## src/design/fifo_page_replacement_defines.svh

```systemverilog
`ifndef FIFO_PAGE_REPLACEMENT_DEFINES_SVH
`define FIFO_PAGE_REPLACEMENT_DEFINES_SVH

// same-cycle implication, sampled on clk, off while rst_n is low
`define FPR_ASSERT_NOW(lbl, ante, cons, msg) \
  lbl: assert property (@(posedge clk) disable iff (!rst_n) (ante) |-> (cons)) \
    else $error(msg);

// next-cycle implication, sampled on clk, off while rst_n is low
`define FPR_ASSERT_NEXT(lbl, ante, cons, msg) \
  lbl: assert property (@(posedge clk) disable iff (!rst_n) (ante) |=> (cons)) \
    else $error(msg);

`endif

```

## src/design/fpr_pkg.sv

```systemverilog
`timescale 1ns / 1ps
`default_nettype none

package fpr_pkg;

  localparam int FPR_MAX_FRAMES = 16;
  localparam int FPR_PAGE_BITS  = 10;
  localparam int FPR_COUNT_BITS = 32;

  localparam int CFG_W = 5;
  localparam logic [CFG_W-1:0] FPR_CFG_RESET = 5'd16;

  typedef enum logic [1:0] {
    OUT_HIT        = 2'd0,
    OUT_COMPULSORY = 2'd1,
    OUT_CAPACITY   = 2'd2
  } fpr_outcome_t;

  typedef enum logic [1:0] {
    ST_CLEAR = 2'b01,
    ST_RUN   = 2'b10
  } fpr_state_t;

  typedef struct packed {
    logic hit;
    logic victim_valid;
  } fpr_lookup_t;

endpackage

`default_nettype wire

```

## src/design/fpr_ram.sv

```systemverilog
`timescale 1ns / 1ps
`default_nettype none

module fpr_ram #(
  parameter int WIDTH = 1,
  parameter int DEPTH = 1024,
  localparam int AW = (DEPTH > 1) ? $clog2(DEPTH) : 1
) (
  input  wire logic             clk,
  input  wire logic             we,
  input  wire logic [AW-1:0]    waddr,
  input  wire logic [WIDTH-1:0] wdata,
  input  wire logic [AW-1:0]    raddr,
  output logic      [WIDTH-1:0] rdata
);

  logic [WIDTH-1:0] mem_r [DEPTH];
  logic [WIDTH-1:0] rdata_r;

  always_ff @(posedge clk) begin
    if (we) begin
      mem_r[waddr] <= wdata;
    end
    rdata_r <= mem_r[raddr];
  end

  assign rdata = rdata_r;

endmodule

`default_nettype wire

```

## src/design/fpr_frame_table.sv

```systemverilog
`timescale 1ns / 1ps
`default_nettype none
`include "fifo_page_replacement_defines.svh"

module fpr_frame_table import fpr_pkg::*; #(
  parameter int MAX_FRAMES = FPR_MAX_FRAMES,
  parameter int PAGE_BITS  = FPR_PAGE_BITS
) (
  input  wire logic                 clk,
  input  wire logic                 rst_n,
  input  wire logic                 cfg_we,
  input  wire logic [CFG_W-1:0]     cfg_frames,
  input  wire logic                 lookup_en,
  input  wire logic [PAGE_BITS-1:0] page,
  output fpr_lookup_t               lookup,
  output logic      [PAGE_BITS-1:0] victim_page
);

  localparam int IDX_W  = (MAX_FRAMES > 1) ? $clog2(MAX_FRAMES) : 1;
  localparam int FILL_W = $clog2(MAX_FRAMES + 1);
  localparam int LIM_W  = (FILL_W > CFG_W) ? FILL_W : CFG_W;

  logic [CFG_W-1:0]     frames_cfg_r;
  logic [PAGE_BITS-1:0] frame_page_r [MAX_FRAMES];
  logic [MAX_FRAMES-1:0] valid_r, valid_nxt;
  logic [FILL_W-1:0]    filled_r, filled_nxt;
  logic [IDX_W-1:0]     oldest_r, oldest_nxt;

  logic [LIM_W-1:0]     cfg_ext, lim_ext;
  logic [FILL_W-1:0]    lim;
  logic [FILL_W-1:0]    old_inc;
  logic [MAX_FRAMES-1:0] match;
  logic                 hit, miss, has_free, wr_en;
  logic [IDX_W-1:0]     wr_idx;

  always_comb begin
    cfg_ext = LIM_W'(frames_cfg_r);
    if (cfg_ext == '0) begin
      lim_ext = LIM_W'(1);
    end else if (cfg_ext > LIM_W'(MAX_FRAMES)) begin
      lim_ext = LIM_W'(MAX_FRAMES);
    end else begin
      lim_ext = cfg_ext;
    end
  end

  assign lim = lim_ext[FILL_W-1:0];

  always_comb begin
    for (int i = 0; i < MAX_FRAMES; i++) begin
      match[i] = valid_r[i] && (frame_page_r[i] == page);
    end
  end

  assign hit      = |match;
  assign miss     = lookup_en && !hit;
  assign has_free = filled_r < lim;
  assign old_inc  = FILL_W'(oldest_r) + FILL_W'(1);
  assign wr_en    = miss;
  assign wr_idx   = has_free ? filled_r[IDX_W-1:0] : oldest_r;

  always_comb begin
    valid_nxt  = valid_r;
    filled_nxt = filled_r;
    oldest_nxt = oldest_r;
    if (cfg_we) begin
      valid_nxt  = '0;
      filled_nxt = '0;
      oldest_nxt = '0;
    end else if (miss) begin
      valid_nxt[wr_idx] = 1'b1;
      if (has_free) begin
        filled_nxt = filled_r + FILL_W'(1);
      end else begin
        oldest_nxt = (old_inc >= filled_r) ? '0 : old_inc[IDX_W-1:0];
      end
    end
  end

  always_ff @(posedge clk) begin
    if (!rst_n) begin
      frames_cfg_r <= FPR_CFG_RESET;
      valid_r      <= '0;
      filled_r     <= '0;
      oldest_r     <= '0;
    end else begin
      if (cfg_we) begin
        frames_cfg_r <= cfg_frames;
      end
      valid_r  <= valid_nxt;
      filled_r <= filled_nxt;
      oldest_r <= oldest_nxt;
    end
  end

  always_ff @(posedge clk) begin
    if (wr_en) begin
      frame_page_r[wr_idx] <= page;
    end
  end

  assign lookup.hit          = hit;
  assign lookup.victim_valid = lookup_en && !hit && !has_free;
  assign victim_page         = lookup.victim_valid ? frame_page_r[oldest_r] : '0;

  `FPR_ASSERT_NOW(a_fill_bound, 1'b1, filled_r <= lim, "frames filled beyond limit")
  `FPR_ASSERT_NOW(a_oldest_in_range, 1'b1, (FILL_W'(oldest_r) < filled_r) || (oldest_r == '0), "oldest frame outside filled range")

endmodule

`default_nettype wire

```

## src/design/fpr_seen_map.sv

```systemverilog
`timescale 1ns / 1ps
`default_nettype none

module fpr_seen_map import fpr_pkg::*; #(
  parameter int PAGE_BITS = FPR_PAGE_BITS
) (
  input  wire logic                 clk,
  input  wire logic                 rst_n,
  input  wire logic [PAGE_BITS-1:0] rd_page,
  input  wire logic [PAGE_BITS-1:0] chk_page,
  input  wire logic                 wr_en,
  input  wire logic [PAGE_BITS-1:0] wr_page,
  output logic                      seen,
  output logic                      clearing
);

  fpr_state_t           state_r, state_nxt;
  logic [PAGE_BITS-1:0] clr_addr_r, clr_addr_nxt;
  logic                 fwd_valid_r;
  logic [PAGE_BITS-1:0] fwd_page_r;
  logic                 ram_we, ram_wdata, ram_rdata;
  logic [PAGE_BITS-1:0] ram_waddr;

  always_comb begin
    state_nxt    = state_r;
    clr_addr_nxt = clr_addr_r;
    case (state_r)
      ST_CLEAR: begin
        clr_addr_nxt = clr_addr_r + PAGE_BITS'(1);
        if (clr_addr_r == '1) begin
          state_nxt = ST_RUN;
        end
      end
      ST_RUN: begin
        state_nxt = ST_RUN;
      end
      default: begin
        state_nxt = ST_CLEAR;
      end
    endcase
  end

  always_ff @(posedge clk) begin
    if (!rst_n) begin
      state_r     <= ST_CLEAR;
      clr_addr_r  <= '0;
      fwd_valid_r <= 1'b0;
    end else begin
      state_r     <= state_nxt;
      clr_addr_r  <= clr_addr_nxt;
      fwd_valid_r <= wr_en;
    end
  end

  always_ff @(posedge clk) begin
    fwd_page_r <= wr_page;
  end

  assign clearing  = (state_r != ST_RUN);
  assign ram_we    = clearing || wr_en;
  assign ram_waddr = clearing ? clr_addr_r : wr_page;
  assign ram_wdata = !clearing;

  fpr_ram #(
    .WIDTH (1),
    .DEPTH (1 << PAGE_BITS)
  ) u_ram (
    .clk   (clk),
    .we    (ram_we),
    .waddr (ram_waddr),
    .wdata (ram_wdata),
    .raddr (rd_page),
    .rdata (ram_rdata)
  );

  // write from the previous transaction lands on the same edge as this read
  assign seen = ram_rdata || (fwd_valid_r && (fwd_page_r == chk_page));

endmodule

`default_nettype wire

```

## src/design/fifo_page_replacement.sv

```systemverilog
`timescale 1ns / 1ps
`default_nettype none
`include "fifo_page_replacement_defines.svh"
// Results: a transaction accepted at a clock edge is registered into the s1 stage, and its
//   result is then registered onto the out_ ports, marked by out_strobe.
// Throughput: one transaction per cycle while busy is low; the frame table and counters
//   sit in flip-flops and the seen-page RAM read is pipelined one stage ahead with write forwarding.
// Reset: synchronous, active-low; afterwards busy stays high while all 2**PAGE_BITS entries
//   (1024 by default) of the seen-page RAM are cleared, one entry per cycle.

module fifo_page_replacement import fpr_pkg::*; #(
  parameter int MAX_FRAMES = FPR_MAX_FRAMES,
  parameter int PAGE_BITS  = FPR_PAGE_BITS,
  parameter int COUNT_BITS = FPR_COUNT_BITS
) (
  input  wire logic                  clk,
  input  wire logic                  rst_n,
  input  wire logic                  start,
  output logic                       busy,
  input  wire logic [PAGE_BITS-1:0]  in_page_number,
  input  wire logic                  cfg_we,
  input  wire logic [CFG_W-1:0]      cfg_frames_in_use,
  output logic                       out_strobe,
  output logic      [1:0]            out_outcome,
  output logic                       out_victim_valid,
  output logic      [PAGE_BITS-1:0]  out_victim_page,
  output logic      [COUNT_BITS-1:0] out_compulsory_total,
  output logic      [COUNT_BITS-1:0] out_capacity_total
);

  logic                  accept;
  logic                  s1_valid_r;
  logic [PAGE_BITS-1:0]  s1_page_r;
  fpr_lookup_t           lookup;
  logic [PAGE_BITS-1:0]  victim_page;
  logic                  seen, clearing, miss;
  fpr_outcome_t          outcome_nxt;

  logic                  out_valid_r;
  fpr_outcome_t          out_outcome_r;
  logic                  out_victim_valid_r;
  logic [PAGE_BITS-1:0]  out_victim_page_r;
  logic [COUNT_BITS-1:0] compulsory_count_r, compulsory_count_nxt;
  logic [COUNT_BITS-1:0] capacity_count_r, capacity_count_nxt;

  assign busy   = clearing;
  assign accept = start && !busy;

  always_ff @(posedge clk) begin
    if (!rst_n) begin
      s1_valid_r <= 1'b0;
    end else begin
      s1_valid_r <= accept;
    end
  end

  always_ff @(posedge clk) begin
    if (accept) begin
      s1_page_r <= in_page_number;
    end
  end

  fpr_frame_table #(
    .MAX_FRAMES (MAX_FRAMES),
    .PAGE_BITS  (PAGE_BITS)
  ) u_table (
    .clk         (clk),
    .rst_n       (rst_n),
    .cfg_we      (cfg_we),
    .cfg_frames  (cfg_frames_in_use),
    .lookup_en   (s1_valid_r),
    .page        (s1_page_r),
    .lookup      (lookup),
    .victim_page (victim_page)
  );

  assign miss = s1_valid_r && !lookup.hit;

  fpr_seen_map #(
    .PAGE_BITS (PAGE_BITS)
  ) u_seen (
    .clk      (clk),
    .rst_n    (rst_n),
    .rd_page  (in_page_number),
    .chk_page (s1_page_r),
    .wr_en    (miss),
    .wr_page  (s1_page_r),
    .seen     (seen),
    .clearing (clearing)
  );

  always_comb begin
    outcome_nxt          = OUT_HIT;
    compulsory_count_nxt = compulsory_count_r;
    capacity_count_nxt   = capacity_count_r;
    if (miss) begin
      if (!seen) begin
        outcome_nxt = OUT_COMPULSORY;
        if (compulsory_count_r != '1) begin
          compulsory_count_nxt = compulsory_count_r + COUNT_BITS'(1);
        end
      end else begin
        outcome_nxt = OUT_CAPACITY;
        if (capacity_count_r != '1) begin
          capacity_count_nxt = capacity_count_r + COUNT_BITS'(1);
        end
      end
    end
  end

  always_ff @(posedge clk) begin
    if (!rst_n) begin
      out_valid_r        <= 1'b0;
      compulsory_count_r <= '0;
      capacity_count_r   <= '0;
    end else begin
      out_valid_r        <= s1_valid_r;
      compulsory_count_r <= compulsory_count_nxt;
      capacity_count_r   <= capacity_count_nxt;
    end
  end

  always_ff @(posedge clk) begin
    if (s1_valid_r) begin
      out_outcome_r      <= outcome_nxt;
      out_victim_valid_r <= lookup.victim_valid;
      out_victim_page_r  <= victim_page;
    end
  end

  assign out_strobe           = out_valid_r;
  assign out_outcome          = out_outcome_r;
  assign out_victim_valid     = out_victim_valid_r;
  assign out_victim_page      = out_victim_page_r;
  assign out_compulsory_total = compulsory_count_r;
  assign out_capacity_total   = capacity_count_r;

  `FPR_ASSERT_NEXT(a_result_follows, s1_valid_r, out_valid_r, "lookup without result strobe")
  `FPR_ASSERT_NOW(a_victim_on_miss, out_valid_r && out_victim_valid_r, out_outcome_r != OUT_HIT, "victim reported on a hit")
  `FPR_ASSERT_NEXT(a_compulsory_rising, 1'b1, compulsory_count_r >= $past(compulsory_count_r), "compulsory count went down")
  `FPR_ASSERT_NEXT(a_capacity_rising, 1'b1, capacity_count_r >= $past(capacity_count_r), "capacity count went down")

endmodule

`default_nettype wire

```

## config.mk

```make
export PLATFORM = sky130hd
export DESIGN_NAME = fifo_page_replacement
export DESIGN_NICKNAME = d
export VERILOG_FILES = /design/src/design/fpr_pkg.sv /design/src/design/fpr_ram.sv /design/src/design/fpr_frame_table.sv /design/src/design/fpr_seen_map.sv /design/src/design/fifo_page_replacement.sv
export VERILOG_INCLUDE_DIRS = /design/src /design/src/design
export SDC_FILE = /design/constraint.sdc
export NUM_CORES = 2
export LEC_CHECK = 0
export ABC_CLOCK_PERIOD_IN_PS = 22600
export BUFFER_PORTS_ARGS = -buffer_cell sky130_fd_sc_hd__clkbuf_2
export CORE_MARGIN = 4
export CORE_UTILIZATION = 60
export CTS_CLUSTER_DIAMETER = 200
export DETAILED_ROUTE_END_ITERATION = 12
export PLACE_DENSITY = 0.78
export SYNTH_ARGS = -nofsm -noshare
export SYNTH_HDL_FRONTEND = slang
export SYNTH_HIERARCHICAL = 1
export SYNTH_SLANG_ARGS = --single-unit
```

## constraint.sdc

```tcl
create_clock -name clk -period 22.6 [get_ports clk]
set_input_delay 2.26 -clock clk [delete_from_list [all_inputs] [get_ports clk]]
set_output_delay 2.26 -clock clk [all_outputs]
set_load 0.1 [all_outputs]
```

==> impl_metrics.json <==
{
  "post-place-cells": 5402,
  "worstPathRequired_ns": 23.28,
  "synthMuxAreaShare_pct": 12.6,
  "htreeDepth": 4,
  "vias": 37820,
  "ys_warn_count": 6,
  "grt_use_total_pct": 29.8,
  "r2r_cells": 13,
  "numCtsBuffers": 136,
  "combinationalPowerShare_pct": 5.1,
  "fmax_mhz": 147,
  "p_sw_share_pct": 22.3,
  "clock_sinks": 1331,
  "tritoncts": "yes",
  "relSlewSlack_pct": 4.94,
  "row_count": 115,
  "hold_buffers": 0,
  "antenna_found_initial": 1,
  "cts_setup_buffers": 0,
  "die-area_um2": 105000,
  "grt_pass1_vias": 36767,
  "dp_hpwl_um": 84300,
  "synth_compound_area_share_pct": 3.49,
  "fin_crit_sh_pct": 30.1,
  "finalInstanceArea_um2": 64900,
  "crit_type": "primary input to flip-flop",
  "grt_setup_unrepaired": "false",
  "leakage_uw": 0.0195,
  "first_pass_iters": 6,
  "ys_seq_area_share_pct": 64.9,
  "p_seq_share_pct": 52.3,
  "drtAntennaViolNets": 0,
  "tightest_slew_ns": 1.42,
  "p_switching_uw": 1130,
  "cp.arrival_ns": 7.48,
  "areaGrowthSynthToFinish_pct": 8.77,
  "grt_max_degree": 259,
  "internal_power_uw": 3940,
  "gp_congestion": 0.862,
  "synth_ff_type": "edfxtp_1",
  "finClkSkew_ns": 0.0358,
  "power_density_nw_per_um2": 78.2,
  "start_kind": "primary input",
  "drtIter0Drc": 5323,
  "synth_fa_ha_area_share_pct": 0.336,
  "core_um2": 98600,
  "rr_endpoint": "u_seen/u_ram/mem_r[991]$_DFFE_PP_",
  "io_pins": 98,
  "nets": 4288,
  "synth_cells": 4303,
  "vdd_drop_max_uv": 63.3,
  "drt_wl_total_um": 156000,
  "port_buffers": 97,
  "clk_latency_ns": 0.75,
  "synthSimpleGateAreaFrac_pct": 12.2,
  "clk_pin_slew_ns": 0.06,
  "startpoint": "in_page_number[0]",
  "postPlaceCellArea_um2": 60700,
  "slew_viol_final": 0,
  "setup_tns_ns": 0,
  "cts_resized": 0,
  "synth_top_family_by_area": "multiplexers",
  "die_w_um": 323,
  "power.share.clock_pct": 42.6,
  "r2r_slack_ns": 16.43,
  "drc": 0,
  "clockBufferDepth": 3,
  "synth_xor_area_share_pct": 3.05,
  "post-route-util_pct": 65.8,
  "layout-drive-gt1-share_pct": 16.1,
  "hp-class": "flip-flop to flip-flop",
  "status": "finished, final reports clean",
  "min_period_ns": 6.80,
  "finalSetupViolCount": 0,
  "routed_via_density": 6.70,
  "netlist_area_um2": 59600,
  "die_height_um": 323,
  "cts-root-buf": "clkbuf_16",
  "gr-total-overflow": 0,
  "cp-endpoint": "u_seen/u_ram/rdata$_DFF_P_",
  "finalHoldViolCount": 0,
  "cp_max_fo": 89,
  "min_path_cells": 0,
  "r2r-start": "s1_page_r[0]$_DFFE_PP_",
  "max_cap_viol_count": 0,
  "final_cells": 5643,
  "ys_async_sr_fraction_pct": 0,
  "grt_first_pass_wirelength_um": 231000,
  "wl_per_cell_um": 27.7,
  "avgSynthCellArea_um2": 13.9,
  "synth_nets": 4338,
  "synth_cell_types": 86,
  "synth_seq_cells": 1331,
  "synth_edf_count": 1207,
  "initial_utilization_pct": 60.5,
  "endpoint_kind": "flip-flop"
}
## stage by stage
stage	total power [uW]	worst slack [ns]	hold slack [ns]
floorplan	2860	4.71	0.440
global placement	2950	15.12	0.403
detailed placement	2960	15.15	0.414
CTS	5090	15.80	0.425
global route	5210	15.48	0.445
finish	5070	15.80	0.427
## layer usage
layer | GRT usage [%] | vias up | routed length [um]
met5 | 0 | - | 0
met3 | 6.97 | 516 | 19300
met4 | 13.4 | 0 | 7820
met2 | 47.8 | 2517 | 74500
li1 | - | 15854 | -
met1 | 39.5 | 18933 | 54500
## cell usage after synthesis (all sizes together) (5+ instances only)
master	number	share of area, %
a2111oi	8	0.12
a211oi	12	0.15
a21oi	69	0.58
a22oi	17	0.21
a31oi	12	0.13
and2	21	0.22
and3	33	0.35
and4	11	0.17
buf	151	1.9
clkbuf	209	1.3
dfxtp	124	4.2
edfxtp	1207	61
ha	16	0.34
inv	25	0.16
mux2	11	0.21
mux2i	139	2.3
mux4	264	10
nand2	142	0.90
nand2b	22	0.23
nand3	86	0.75
nand3b	8	0.10
nand4	72	0.82
nor2	1087	6.9
nor2b	20	0.21
nor3	59	0.52
nor3b	8	0.10
nor4	27	0.44
o2111ai	5	0.073
o211ai	5	0.071
o21a	17	0.21
o21ai	40	0.34
o221ai	50	0.73
o22ai	29	0.30
o31ai	12	0.15
or2	6	0.063
or3	19	0.20
or4	11	0.14
xnor2	199	2.9
xor2	9	0.13
## layout by cell type (no fill, tap or decap), drive strengths merged, types with 20 or more instances in the layout
cell type	count
edfxtp	1207
nor2	1087
mux4	264
clkbuf	264
xnor2	199
nand2	142
mux2i	139
dfxtp	124
nand3	86
buf	77
nand4	72
a21oi	69
nor3	59
o221ai	50
clkinv	47
o21ai	40
inv	38
and3	33
o22ai	29
nor4	27
nand2b	22
and2	21
nor2b	20
## sequential cells by signal (all words and copies together) (netlist names), 10 cells and up, named ones only
| name | cells |
|---|---|
| out_compulsory_total | 32 |
| out_victim_page | 10 |
| out_capacity_total | 32 |
| s1_page_r | 10 |
| u_seen/fwd_page_r | 10 |
| u_table/valid_r | 16 |
| u_seen/clr_addr_r | 10 |
| u_table/frame_page_r | 160 |
| u_seen/u_ram/mem_r | 1024 |
## layout make-up
type	count	area (um2)
flip-flops and latches	1331	38700
fillers	6650	33700
multi-input cells	2583	19100
clock buffers	169	3620
well taps	1287	1610
repair buffers	172	1090
clock inverters	71	597
inverters	29	109
diodes	1	2.50
## worst min path at each step
stage                               startpoint                               to
3_5_place_dp            s1_page_r[5]$_DFFE_PP_     u_seen/fwd_page_r[5]$_DFF_P_
6_report                s1_page_r[5]$_DFFE_PP_     u_seen/fwd_page_r[5]$_DFF_P_
5_1_grt                 s1_page_r[5]$_DFFE_PP_     u_seen/fwd_page_r[5]$_DFF_P_
2_1_floorplan  u_table/valid_r[0]$_SDFFE_PP0P_  u_table/valid_r[0]$_SDFFE_PP0P_
3_3_place_gp            s1_page_r[5]$_DFFE_PP_     u_seen/fwd_page_r[5]$_DFF_P_
4_1_cts                 s1_page_r[5]$_DFFE_PP_     u_seen/fwd_page_r[5]$_DFF_P_
## logic make-up (layout without fill, tap and decap cells)
family,Yosys count,in the layout
compound gates,303,303
xor+xnor,208,208
fa+ha+maj,16,16
buf+inv,389,441
flops,1331,1331
mux,414,414
other cells,0,1
simple gates,1642,1642
## power groups by stage
stage               clock network (uW)  registers, uW  logic (uW)
global placement                     0           2710         247
detailed placement                   0           2710         251
floorplan                            0           2700         153
global route                      2290           2650         264
CTS                               2180           2650         252
finish                            2160           2650         260
## worst max-delay path, stage by stage
cell and delay, ns:
buf_8 0.59, buf_4 0.73, buf_4 0.75, buf_4 0.76, mux2i_1 0.20, o221ai_1 0.27, a21oi_1 0.11, o21ai_1 0.20
nand4_1 0.23, a311oi_1 0.77, o311ai_1 0.29, o2111ai_1 0.18
No activity file was read; power rests on OpenSTA's default activity.
